## src/sv/csd_pkg.sv

```systemverilog
// Shared widths and codes of the convergence stall detector.
// Depends on nothing; imported by the ring store and the top level.
`timescale 1ns / 1ps

package csd_pkg;

  localparam int ENT_W  = 24;
  localparam int CNT_W  = 24;
  localparam int ITER_W = 32;
  localparam int WIN_W  = 5;
  localparam int THR_W  = 24;
  localparam int CFG_IDX_W  = 2;
  localparam int CFG_DATA_W = 24;

  localparam logic [CFG_IDX_W-1:0] CFG_WINDOW   = 2'd0;
  localparam logic [CFG_IDX_W-1:0] CFG_PROGRESS = 2'd1;
  localparam logic [CFG_IDX_W-1:0] CFG_SWING    = 2'd2;

  localparam logic KIND_RECORD = 1'b0;
  localparam logic KIND_CLEAR  = 1'b1;

  localparam logic [1:0] STALL_NONE        = 2'd0;
  localparam logic [1:0] STALL_OSCILLATING = 2'd1;
  localparam logic [1:0] STALL_NO_PROGRESS = 2'd2;
  localparam logic [1:0] STALL_UNCERTAIN   = 2'd3;

  localparam logic [WIN_W-1:0] WINDOW_RESET   = 5'd5;
  localparam logic [THR_W-1:0] PROGRESS_RESET = 24'd655;
  localparam logic [THR_W-1:0] SWING_RESET    = 24'd6554;

endpackage

```

## src/sv/csd_ring.sv

```systemverilog
// History store: entropy and uncertain-count rings, one write port and
// one registered read port each. Depends on csd_pkg.
`timescale 1ns / 1ps

module csd_ring #(
  parameter int DEPTH = 32,
  parameter int PW    = 5
) (
  input  logic                      clk,
  input  logic                      wr_en,
  input  logic [PW-1:0]             wr_addr,
  input  logic [csd_pkg::ENT_W-1:0] wr_ent,
  input  logic [csd_pkg::CNT_W-1:0] wr_unc,
  input  logic                      ent_rd_en,
  input  logic [PW-1:0]             ent_rd_addr,
  output logic [csd_pkg::ENT_W-1:0] ent_rd_data,
  input  logic                      unc_rd_en,
  input  logic [PW-1:0]             unc_rd_addr,
  output logic [csd_pkg::CNT_W-1:0] unc_rd_data
);
  import csd_pkg::*;

  logic [ENT_W-1:0] ent_mem [DEPTH];
  logic [CNT_W-1:0] unc_mem [DEPTH];

  always_ff @(posedge clk) begin
    if (wr_en) begin
      ent_mem[wr_addr] <= wr_ent;
      unc_mem[wr_addr] <= wr_unc;
    end
  end

  always_ff @(posedge clk) begin
    if (ent_rd_en) begin
      ent_rd_data <= ent_mem[ent_rd_addr];
    end
  end

  always_ff @(posedge clk) begin
    if (unc_rd_en) begin
      unc_rd_data <= unc_mem[unc_rd_addr];
    end
  end

endmodule

```

## src/sv/convergence_stall_detector.sv

```systemverilog
// Convergence stall detector top level: control, window walk and classification.
// Depends on csd_pkg and csd_ring.
// A clear, or a record while the history is shorter than one window, raises its result
// without a walk. Any other record first sets up and walks the effective window over the
// entropy ring at one read a cycle, then evaluates the window and raises its result.
// The next request is taken in the cycle the result is raised, later while a stalled
// result still holds the output register. Synchronous active-low reset empties the history.
`timescale 1ns / 1ps

module convergence_stall_detector #(
  parameter int MAX_WINDOW = 16
) (
  input  logic                           clk,
  input  logic                           rst_n,
  input  logic                           cfg_valid,
  output logic                           cfg_ready,
  input  logic [csd_pkg::CFG_IDX_W-1:0]  cfg_index,
  input  logic [csd_pkg::CFG_DATA_W-1:0] cfg_data,
  input  logic                           in_valid,
  output logic                           in_stall,
  input  logic                           in_kind,
  input  logic [csd_pkg::ITER_W-1:0]     in_iteration_number,
  input  logic [csd_pkg::ENT_W-1:0]      in_entropy_value,
  input  logic [csd_pkg::CNT_W-1:0]      in_uncertain_count,
  output logic                           out_valid,
  input  logic                           out_stall,
  output logic [1:0]                     out_stall_kind,
  output logic [csd_pkg::ITER_W-1:0]     out_stall_iteration,
  output logic [csd_pkg::ENT_W-1:0]      out_largest_swing,
  output logic [csd_pkg::ENT_W-1:0]      out_window_change,
  output logic [csd_pkg::CNT_W-1:0]      out_reads_involved
);
  import csd_pkg::*;

  localparam int DEPTH = 2 * MAX_WINDOW;
  localparam int PW    = $clog2(DEPTH);
  localparam int FW    = $clog2(DEPTH + 1);
  localparam int CW    = ((FW > WIN_W) ? FW : WIN_W) + 1;
  localparam int IW    = $clog2(MAX_WINDOW);

  typedef enum logic [5:0] {
    ST_IDLE  = 6'b000001,
    ST_SETUP = 6'b000010,
    ST_WALK  = 6'b000100,
    ST_LAST  = 6'b001000,
    ST_EVAL  = 6'b010000,
    ST_EMIT  = 6'b100000
  } state_t;

  state_t state_r, state_nxt;

  logic [WIN_W-1:0] win_r;
  logic [THR_W-1:0] prog_thr_r, swing_thr_r;

  logic [PW-1:0] head_r, head_nxt;
  logic [FW-1:0] fill_r, fill_nxt;
  logic [CW-1:0] w_r, w_nxt;
  logic [PW-1:0] base_r, base_nxt;
  logic [PW-1:0] addr_r, addr_nxt;
  logic [IW-1:0] iss_r, iss_nxt;
  logic          rd_valid_r, rd_valid_nxt;
  logic [IW-1:0] rd_idx_r, rd_idx_nxt;

  logic [ITER_W-1:0] iter_r;
  logic [CNT_W-1:0]  newest_r;

  logic [ENT_W-1:0] first_r, prev_r;
  logic             p_pos_r, p_neg_r;
  logic [1:0]       chg_r;
  logic [ENT_W-1:0] max_r;

  logic [1:0]        res_kind_r, res_kind_nxt;
  logic [ITER_W-1:0] res_iter_r, res_iter_nxt;
  logic [ENT_W-1:0]  res_swing_r, res_swing_nxt;
  logic [ENT_W-1:0]  res_change_r, res_change_nxt;
  logic [CNT_W-1:0]  res_reads_r, res_reads_nxt;

  logic       out_valid_r, out_valid_nxt;
  logic [1:0] out_kind_r;
  logic [ITER_W-1:0] out_iter_r;
  logic [ENT_W-1:0]  out_swing_r, out_change_r;
  logic [CNT_W-1:0]  out_reads_r;

  logic             accept;
  logic             wr_en;
  logic             ent_rd_en, unc_rd_en;
  logic [ENT_W-1:0] ent_q;
  logic [CNT_W-1:0] unc_q;

  logic [CW-1:0] win_ext, eff_w, fill_ext, fill_inc, fill_cl;
  logic [CW-1:0] base_tmp, base_wr, start_tmp, start_wr;
  logic [CW-1:0] head_ext;

  logic signed [ENT_W:0] diff;
  logic                  d_pos, d_neg, reversal;
  logic [ENT_W-1:0]      diff_abs;

  logic [ENT_W-1:0]   delta;
  logic [CNT_W-1:0]   oldest;
  logic [CNT_W+2:0]   newest_x5, oldest_x4;
  logic               is_osc, is_nop, is_unc;
  logic               emit_load;

  assign cfg_ready = 1'b1;

  always_ff @(posedge clk) begin
    if (!rst_n) begin
      win_r       <= WINDOW_RESET;
      prog_thr_r  <= PROGRESS_RESET;
      swing_thr_r <= SWING_RESET;
    end else if (cfg_valid) begin
      unique case (cfg_index)
        CFG_WINDOW:   win_r       <= cfg_data[WIN_W-1:0];
        CFG_PROGRESS: prog_thr_r  <= cfg_data[THR_W-1:0];
        CFG_SWING:    swing_thr_r <= cfg_data[THR_W-1:0];
        default: ;
      endcase
    end
  end

  assign in_stall = (state_r != ST_IDLE);
  assign accept   = in_valid && !in_stall;
  assign wr_en    = accept && (in_kind == KIND_RECORD);

  always_comb begin
    win_ext = {{(CW-WIN_W){1'b0}}, win_r};
    if (win_ext == '0) begin
      eff_w = CW'(1);
    end else if (win_ext > CW'(MAX_WINDOW)) begin
      eff_w = CW'(MAX_WINDOW);
    end else begin
      eff_w = win_ext;
    end
    fill_ext = {{(CW-FW){1'b0}}, fill_r};
    fill_inc = fill_ext + CW'(1);
    fill_cl  = (fill_inc > (eff_w << 1)) ? fill_ext : fill_inc;
    if (fill_cl > CW'(DEPTH)) begin
      fill_cl = CW'(DEPTH);
    end
    head_ext  = {{(CW-PW){1'b0}}, head_r};
    base_tmp  = head_ext + CW'(DEPTH) - fill_ext;
    base_wr   = (base_tmp >= CW'(DEPTH)) ? base_tmp - CW'(DEPTH) : base_tmp;
    start_tmp = base_wr + fill_ext - w_r;
    start_wr  = (start_tmp >= CW'(DEPTH)) ? start_tmp - CW'(DEPTH) : start_tmp;
  end

  assign emit_load = (state_r == ST_EMIT) && (!out_valid_r || !out_stall);

  always_comb begin
    state_nxt      = state_r;
    head_nxt       = head_r;
    fill_nxt       = fill_r;
    w_nxt          = w_r;
    base_nxt       = base_r;
    addr_nxt       = addr_r;
    iss_nxt        = iss_r;
    rd_valid_nxt   = 1'b0;
    rd_idx_nxt     = rd_idx_r;
    res_kind_nxt   = res_kind_r;
    res_iter_nxt   = res_iter_r;
    res_swing_nxt  = res_swing_r;
    res_change_nxt = res_change_r;
    res_reads_nxt  = res_reads_r;
    ent_rd_en      = 1'b0;
    unc_rd_en      = 1'b0;
    unique case (state_r)
      ST_IDLE: begin
        if (accept) begin
          res_kind_nxt   = STALL_NONE;
          res_iter_nxt   = '0;
          res_swing_nxt  = '0;
          res_change_nxt = '0;
          res_reads_nxt  = '0;
          w_nxt          = eff_w;
          if (in_kind == KIND_CLEAR) begin
            head_nxt  = '0;
            fill_nxt  = '0;
            state_nxt = ST_EMIT;
          end else begin
            head_nxt  = (head_r == PW'(DEPTH - 1)) ? '0 : head_r + PW'(1);
            fill_nxt  = fill_cl[FW-1:0];
            state_nxt = (fill_cl < eff_w) ? ST_EMIT : ST_SETUP;
          end
        end
      end
      ST_SETUP: begin
        base_nxt  = base_wr[PW-1:0];
        addr_nxt  = start_wr[PW-1:0];
        iss_nxt   = '0;
        state_nxt = ST_WALK;
      end
      ST_WALK: begin
        ent_rd_en    = 1'b1;
        unc_rd_en    = 1'b1;
        rd_valid_nxt = 1'b1;
        rd_idx_nxt   = iss_r;
        iss_nxt      = iss_r + IW'(1);
        addr_nxt     = (addr_r == PW'(DEPTH - 1)) ? '0 : addr_r + PW'(1);
        if ({{(CW-IW){1'b0}}, iss_r} == w_r - CW'(1)) begin
          state_nxt = ST_LAST;
        end
      end
      ST_LAST: begin
        state_nxt = ST_EVAL;
      end
      ST_EVAL: begin
        if (is_osc) begin
          res_kind_nxt   = STALL_OSCILLATING;
          res_iter_nxt   = iter_r;
          res_swing_nxt  = max_r;
          res_change_nxt = delta;
          res_reads_nxt  = newest_r;
        end else if (is_nop) begin
          res_kind_nxt   = STALL_NO_PROGRESS;
          res_iter_nxt   = iter_r;
          res_change_nxt = delta;
          res_reads_nxt  = newest_r;
        end else if (is_unc) begin
          res_kind_nxt   = STALL_UNCERTAIN;
          res_iter_nxt   = iter_r;
          res_reads_nxt  = newest_r;
        end
        state_nxt = ST_EMIT;
      end
      ST_EMIT: begin
        if (emit_load) begin
          state_nxt = ST_IDLE;
        end
      end
      default: state_nxt = ST_IDLE;
    endcase
  end

  always_ff @(posedge clk) begin
    if (!rst_n) begin
      state_r    <= ST_IDLE;
      head_r     <= '0;
      fill_r     <= '0;
      rd_valid_r <= 1'b0;
    end else begin
      state_r    <= state_nxt;
      head_r     <= head_nxt;
      fill_r     <= fill_nxt;
      rd_valid_r <= rd_valid_nxt;
    end
  end

  always_ff @(posedge clk) begin
    w_r          <= w_nxt;
    base_r       <= base_nxt;
    addr_r       <= addr_nxt;
    iss_r        <= iss_nxt;
    rd_idx_r     <= rd_idx_nxt;
    res_kind_r   <= res_kind_nxt;
    res_iter_r   <= res_iter_nxt;
    res_swing_r  <= res_swing_nxt;
    res_change_r <= res_change_nxt;
    res_reads_r  <= res_reads_nxt;
    if (accept) begin
      iter_r   <= in_iteration_number;
      newest_r <= in_uncertain_count;
    end
  end

  csd_ring #(
    .DEPTH (DEPTH),
    .PW    (PW)
  ) u_ring (
    .clk         (clk),
    .wr_en       (wr_en),
    .wr_addr     (head_r),
    .wr_ent      (in_entropy_value),
    .wr_unc      (in_uncertain_count),
    .ent_rd_en   (ent_rd_en),
    .ent_rd_addr (addr_r),
    .ent_rd_data (ent_q),
    .unc_rd_en   (unc_rd_en),
    .unc_rd_addr (base_r),
    .unc_rd_data (unc_q)
  );

  always_comb begin
    diff     = $signed({1'b0, ent_q}) - $signed({1'b0, prev_r});
    d_neg    = diff[ENT_W];
    d_pos    = !diff[ENT_W] && (diff != '0);
    reversal = (d_pos && p_neg_r) || (d_neg && p_pos_r);
    diff_abs = d_neg ? ENT_W'(-diff) : diff[ENT_W-1:0];
  end

  always_ff @(posedge clk) begin
    if (state_r == ST_SETUP) begin
      chg_r   <= '0;
      max_r   <= '0;
      p_pos_r <= 1'b0;
      p_neg_r <= 1'b0;
    end else if (rd_valid_r) begin
      prev_r <= ent_q;
      if (rd_idx_r == '0) begin
        first_r <= ent_q;
      end else begin
        p_pos_r <= d_pos;
        p_neg_r <= d_neg;
        if ((rd_idx_r >= IW'(2)) && reversal) begin
          if (chg_r != 2'd2) begin
            chg_r <= chg_r + 2'd1;
          end
          if (diff_abs > max_r) begin
            max_r <= diff_abs;
          end
        end
      end
    end
  end

  always_comb begin
    delta     = (prev_r >= first_r) ? prev_r - first_r : first_r - prev_r;
    oldest    = (unc_q == '0) ? CNT_W'(1) : unc_q;
    newest_x5 = ({3'b000, newest_r} << 2) + {3'b000, newest_r};
    oldest_x4 = {3'b000, oldest} << 2;
    is_osc    = (chg_r == 2'd2) && (max_r > swing_thr_r);
    is_nop    = (delta < prog_thr_r);
    is_unc    = (newest_r != '0) && (newest_x5 > oldest_x4);
  end

  always_comb begin
    out_valid_nxt = out_valid_r && out_stall;
    if (emit_load) begin
      out_valid_nxt = 1'b1;
    end
  end

  always_ff @(posedge clk) begin
    if (!rst_n) begin
      out_valid_r <= 1'b0;
    end else begin
      out_valid_r <= out_valid_nxt;
    end
  end

  always_ff @(posedge clk) begin
    if (emit_load) begin
      out_kind_r   <= res_kind_r;
      out_iter_r   <= res_iter_r;
      out_swing_r  <= res_swing_r;
      out_change_r <= res_change_r;
      out_reads_r  <= res_reads_r;
    end
  end

  assign out_valid           = out_valid_r;
  assign out_stall_kind      = out_kind_r;
  assign out_stall_iteration = out_iter_r;
  assign out_largest_swing   = out_swing_r;
  assign out_window_change   = out_change_r;
  assign out_reads_involved  = out_reads_r;

  assert property (@(posedge clk) disable iff (!rst_n)
    accept |=> in_stall)
    else $error("A second request was taken straight after the first.");

  assert property (@(posedge clk) disable iff (!rst_n)
    fill_r <= FW'(DEPTH))
    else $error("History fill level exceeds the ring depth.");

  assert property (@(posedge clk) disable iff (!rst_n)
    (out_valid && (out_stall_kind == STALL_OSCILLATING)) |->
      (out_largest_swing > swing_thr_r))
    else $error("Oscillation reported without a swing above threshold.");

  assert property (@(posedge clk) disable iff (!rst_n)
    (out_valid && (out_stall_kind == STALL_NONE)) |->
      ((out_stall_iteration == '0) && (out_largest_swing == '0) &&
       (out_window_change == '0) && (out_reads_involved == '0)))
    else $error("A result without a stall carries non-zero fields.");

  assert property (@(posedge clk) disable iff (!rst_n)
    (state_r == ST_WALK) |-> !wr_en)
    else $error("History written while the window walk is reading it.");

endmodule
```

## config.mk

```make
export PLATFORM = sky130hd
export DESIGN_NAME = convergence_stall_detector
export DESIGN_NICKNAME = d
export VERILOG_FILES = /design/src/sv/csd_pkg.sv /design/src/sv/csd_ring.sv /design/src/sv/convergence_stall_detector.sv
export SDC_FILE = /design/constraint.sdc
export NUM_CORES = 2
export LEC_CHECK = 0
export BUFFER_PORTS_ARGS = -buffer_cell sky130_fd_sc_hd__buf_2
export CORE_UTILIZATION = 36
export CTS_CLUSTER_DIAMETER = 60
export DETAILED_ROUTE_END_ITERATION = 6
export GPL_TIMING_DRIVEN = 0
export SYNTH_ARGS = -nofsm -noshare
export SYNTH_HDL_FRONTEND = slang
export SYNTH_SLANG_ARGS = --single-unit
```

## constraint.sdc

```tcl
create_clock -name clk -period 7.3 [get_ports clk]
set_input_delay 1.095 -clock clk [delete_from_list [all_inputs] [get_ports clk]]
set_output_delay 1.095 -clock clk [all_outputs]
set_load 0.005 [all_outputs]
```

==> impl_results.md <==
- Area fraction of the dominant cell type after synthesis: 0.689
- FP Rows: 176
- Max Buffers Root-to-Sink: 3
- # setup viols final: 0
- Ys flop type: edfxtp_1
- Antenna Nets Post-Route: 0
- Pint: 19300 uW
- Initial DRC Count: 4353
- Vias in the first global route: 46100
- Clk network pwr share: 0.439
- Max-cap violations: 0
- CTS tree: yes
- Fmax achieved: 0.150 GHz
- Critical path startpoint category: register
- Worst-path clk slew: 0.06 ns
- Largest cells by area after synthesis: edfxtp_1 69%, mux4_2 9.0%, ha_1 3.3%
- Die Y-Extent: 484 um
- Syn Nets: 5164
- Setup CP Type: reg -> reg
- Comb pwr share: 0.030
- Unique masters post-synth: 89
- Slew headroom: 0.116
- Minimum clock period: 6.66 ns
- CP Max Fanout: 32
- Largest net degree at the start of global routing: 59
- # port buffers: 219
- Maximum VDD drop: 200 uV
- Seq/Total Area, Yosys: 0.713
- Final Hold Vio Count: 0
- DR vias/cell: 5.37
- Drt drc: 0
- Final Cycle Share: 0.913
- Initial antenna violation count: 42
- Reg power frac: 0.532
- Post-CTS Hold Buffers: 0
- GRT overflow: 0
- Grt met1 use: 0.252
- Cell Pwr Density: 249 nW/um^2
- Total number of vias: 45900
- GR Util met3: 0.0397
- Synth Register Bits: 2023
- Worst-Skew Late Latency: 0.85 ns
- WP data required: 7.81 ns
- Total clock sinks: 2023
- Total Wirelength: 215000 um
- Post-synthesis area per instance: 17.4 sq um
- Setup WS pre-CTS: -0.137 ns
- Layout cells sized above 1: 0.198
- Core box area: 231000 sq um
- GRT Max-Usage Layer: met2
- Lkg Pwr: 0.0326 uW
- Root buf cell: clkbuf_16
- Drt pass-1 iters: 5
- Cell area after synthesis: 83800 sq um
- Grt met2 use: 0.290
- DP Wirelength: 146000 um
- Die Wd: 484 um
- Layout area overhead: 16.4%
- Cell count after synthesis: 4825
- WL per Instance: 25.2 um
- Post-Place Cells: 8147
- Synth async-reset ratio: 0
- I/O pins: 221
- Hold crit path type: reg -> reg
- Layout Cells excl Fill: 8542
- Nets: 5674
- Post-synth EDFFs: 1923
- Max Slew Vio Count: 0
- RSZ-0062 raised after global routing: no
- Worst hold slack: 0.389 ns
- Sw frac: 0.207
- TritonCTS Buffers: 210
- Die Area: 235000 sq um
- Syn. warnings: 0
- Psw: 5040 uW
- Outcome: completed
- Gr usage total: 0.181
- Routability congestion estimate from global placement: 0.870
- CP arrival: 7.17 ns
- Clk_skew: 0.0532 ns
- Setup WS post-layout: 0.637 ns
- Cell taking the most area after synthesis: edfxtp_1
- Crit. End Element: register
- Slowest CP cell: a2111oi_1
- Largest stage delay, worst path: 0.57 ns
- Global-route wire length before repair: 313000 um
- H-tree depth: 4
- Tightest Pin Transition: 1.33 ns
- Starting Density: 0.363
cells in the mapped netlist (16+ instances only):
cell type	number
edfxtp_1	1923
mux4_2	336
nand2_1	273
ha_1	218
a21oi_1	202
inv_1	188
mux2i_1	177
nor2_1	171
clkbuf_1	149
o21ai_0	144
dfxtp_1	100
and2_1	90
mux2_2	79
o221ai_1	73
xnor2_1	72
a21o_1	55
buf_1	53
a21boi_0	42
o21a_1	38
xor2_1	37
nand3_1	31
nand4_1	31
nor3_1	29
o22ai_1	27
nor2b_1	24
nor4_1	20
o211ai_1	20
nand2b_1	16
cells by family (layout without fill, tap and decap cells):
kind of cell | Yosys count | in the layout | share of synthesized area
multiplexers | 592 | 592 | 0.122
XOR/XNOR | 109 | 109 | 0.0114
other | 1 | 7 | 0.0000448
adder cells (fa/ha/maj) | 227 | 227 | 0.0347
flip-flops | 2023 | 2023 | 0.713
buffers and inverters | 399 | 1084 | 0.0182
AO/OA/AOI/OAI | 717 | 717 | 0.0563
AND/OR/NAND/NOR | 757 | 757 | 0.0438
placed cells by master, fill, tap and decap left out, types with 33 or more instances in the layout:
| cell type | netlist | final |
|---|---|---|
| buf_1 | 53 | 53 |
| xnor2_1 | 72 | 72 |
| a21o_1 | 55 | 55 |
| inv_1 | 188 | 187 |
| clkbuf_16 | 0 | 214 |
| clkinv_1 | 0 | 42 |
| buf_12 | 0 | 55 |
| mux4_2 | 336 | 336 |
| mux2_2 | 79 | 79 |
| o21ai_0 | 144 | 142 |
| clkinv_2 | 0 | 33 |
| buf_2 | 4 | 223 |
| o221ai_1 | 73 | 73 |
| a21boi_0 | 42 | 42 |
| ha_1 | 218 | 218 |
| edfxtp_1 | 1923 | 1923 |
| o21a_1 | 38 | 38 |
| nor2_1 | 171 | 139 |
| clkbuf_1 | 149 | 196 |
| mux2i_1 | 177 | 177 |
| dfxtp_1 | 100 | 100 |
| a21oi_1 | 202 | 201 |
| and2_1 | 90 | 90 |
| nand2_1 | 273 | 273 |
| xor2_1 | 37 | 37 |
critical path: cells and delay by family (launching register included):
kind                       cells  cell delay [ns]
buffers and inverters          5             0.98
AOI/OAI and AO/OA             15             3.21
xor gates and xnor gates       1             0.32
and+or+nand+nor                5             0.54
DFF                            1             0.42
adders and majority gates      3             0.86
path summary, 6_finish.rpt:
check	start	endpoint	slack (ns)	depth (start not counted)
min	res_reads_r[14]$_SDFFCE_PP0P_	out_reads_involved[14]$_DFFE_PP_	0.39	0
min reg2reg	res_reads_r[14]$_SDFFCE_PP0P_	out_reads_involved[14]$_DFFE_PP_	0.39	0
max	prev_r[0]$_DFFE_PP_	res_iter_r[0]$_SDFFCE_PP0P_	0.64	29
max reg2reg	prev_r[0]$_DFFE_PP_	res_iter_r[0]$_SDFFCE_PP0P_	0.64	29
area by class of cell:
class	count	area (sq um)
Fill cell	20200	133000
Sequential cell	2023	59700
Multi-Input combinational cell	2403	22800
Clock buffer	262	5550
Tap cell	3026	3790
Timing Repair Buffer	298	2760
Clock inverter	125	1340
Buffer	210	816
Inverter	189	712
Antenna cell	6	15.0
stage by stage:
step / power [uW] / area, sq um / utilization / TNS [ns]
6_report: 24300 / 97500 / 0.423 / 0
5_1_grt: 25000 / 97500 / 0.423 / 0
4_1_cts: 24500 / 97500 / 0.423 / 0
3_5_place_dp: 13900 / 90600 / 0.393 / -4.32
3_3_place_gp: 13900 / 88600 / 0.384 / -572.97
2_1_floorplan: 13500 / 83800 / - / 0
sequential cells by signal (all words and copies together), names as in the netlist, 32 cells and up:
signal,cells
u_ring.ent_mem,768
u_ring.unc_mem,768
iter_r,32
out_stall_iteration,32
res_iter_r,32
layer usage:
| layer | routed length, um | share of wire |
|---|---|---|
| met5 | 271 | 0.0013 |
| met4 | 3770 | 0.018 |
| met3 | 17000 | 0.079 |
| met2 | 101000 | 0.47 |
| met1 | 93300 | 0.43 |
power by group through the flow:
| stage | logic (uW) | clock network [uW] | registers (uW) |
|---|---|---|---|
| 2_1_floorplan | 361 | 0 | 13200 |
| 3_3_place_gp | 674 | 0 | 13200 |
| 3_5_place_dp | 724 | 0 | 13200 |
| 4_1_cts | 729 | 10900 | 12900 |
| 5_1_grt | 800 | 11300 | 12900 |
| 6_report | 726 | 10700 | 12900 |
what timing repair did:
item                       4_1_cts  5_1_grt
pin swaps                        1        0
resized for setup                0        3
setup endpoints to repair       32       42
setup buffers                    2        0
No activity file was read; power rests on OpenSTA's default activity.
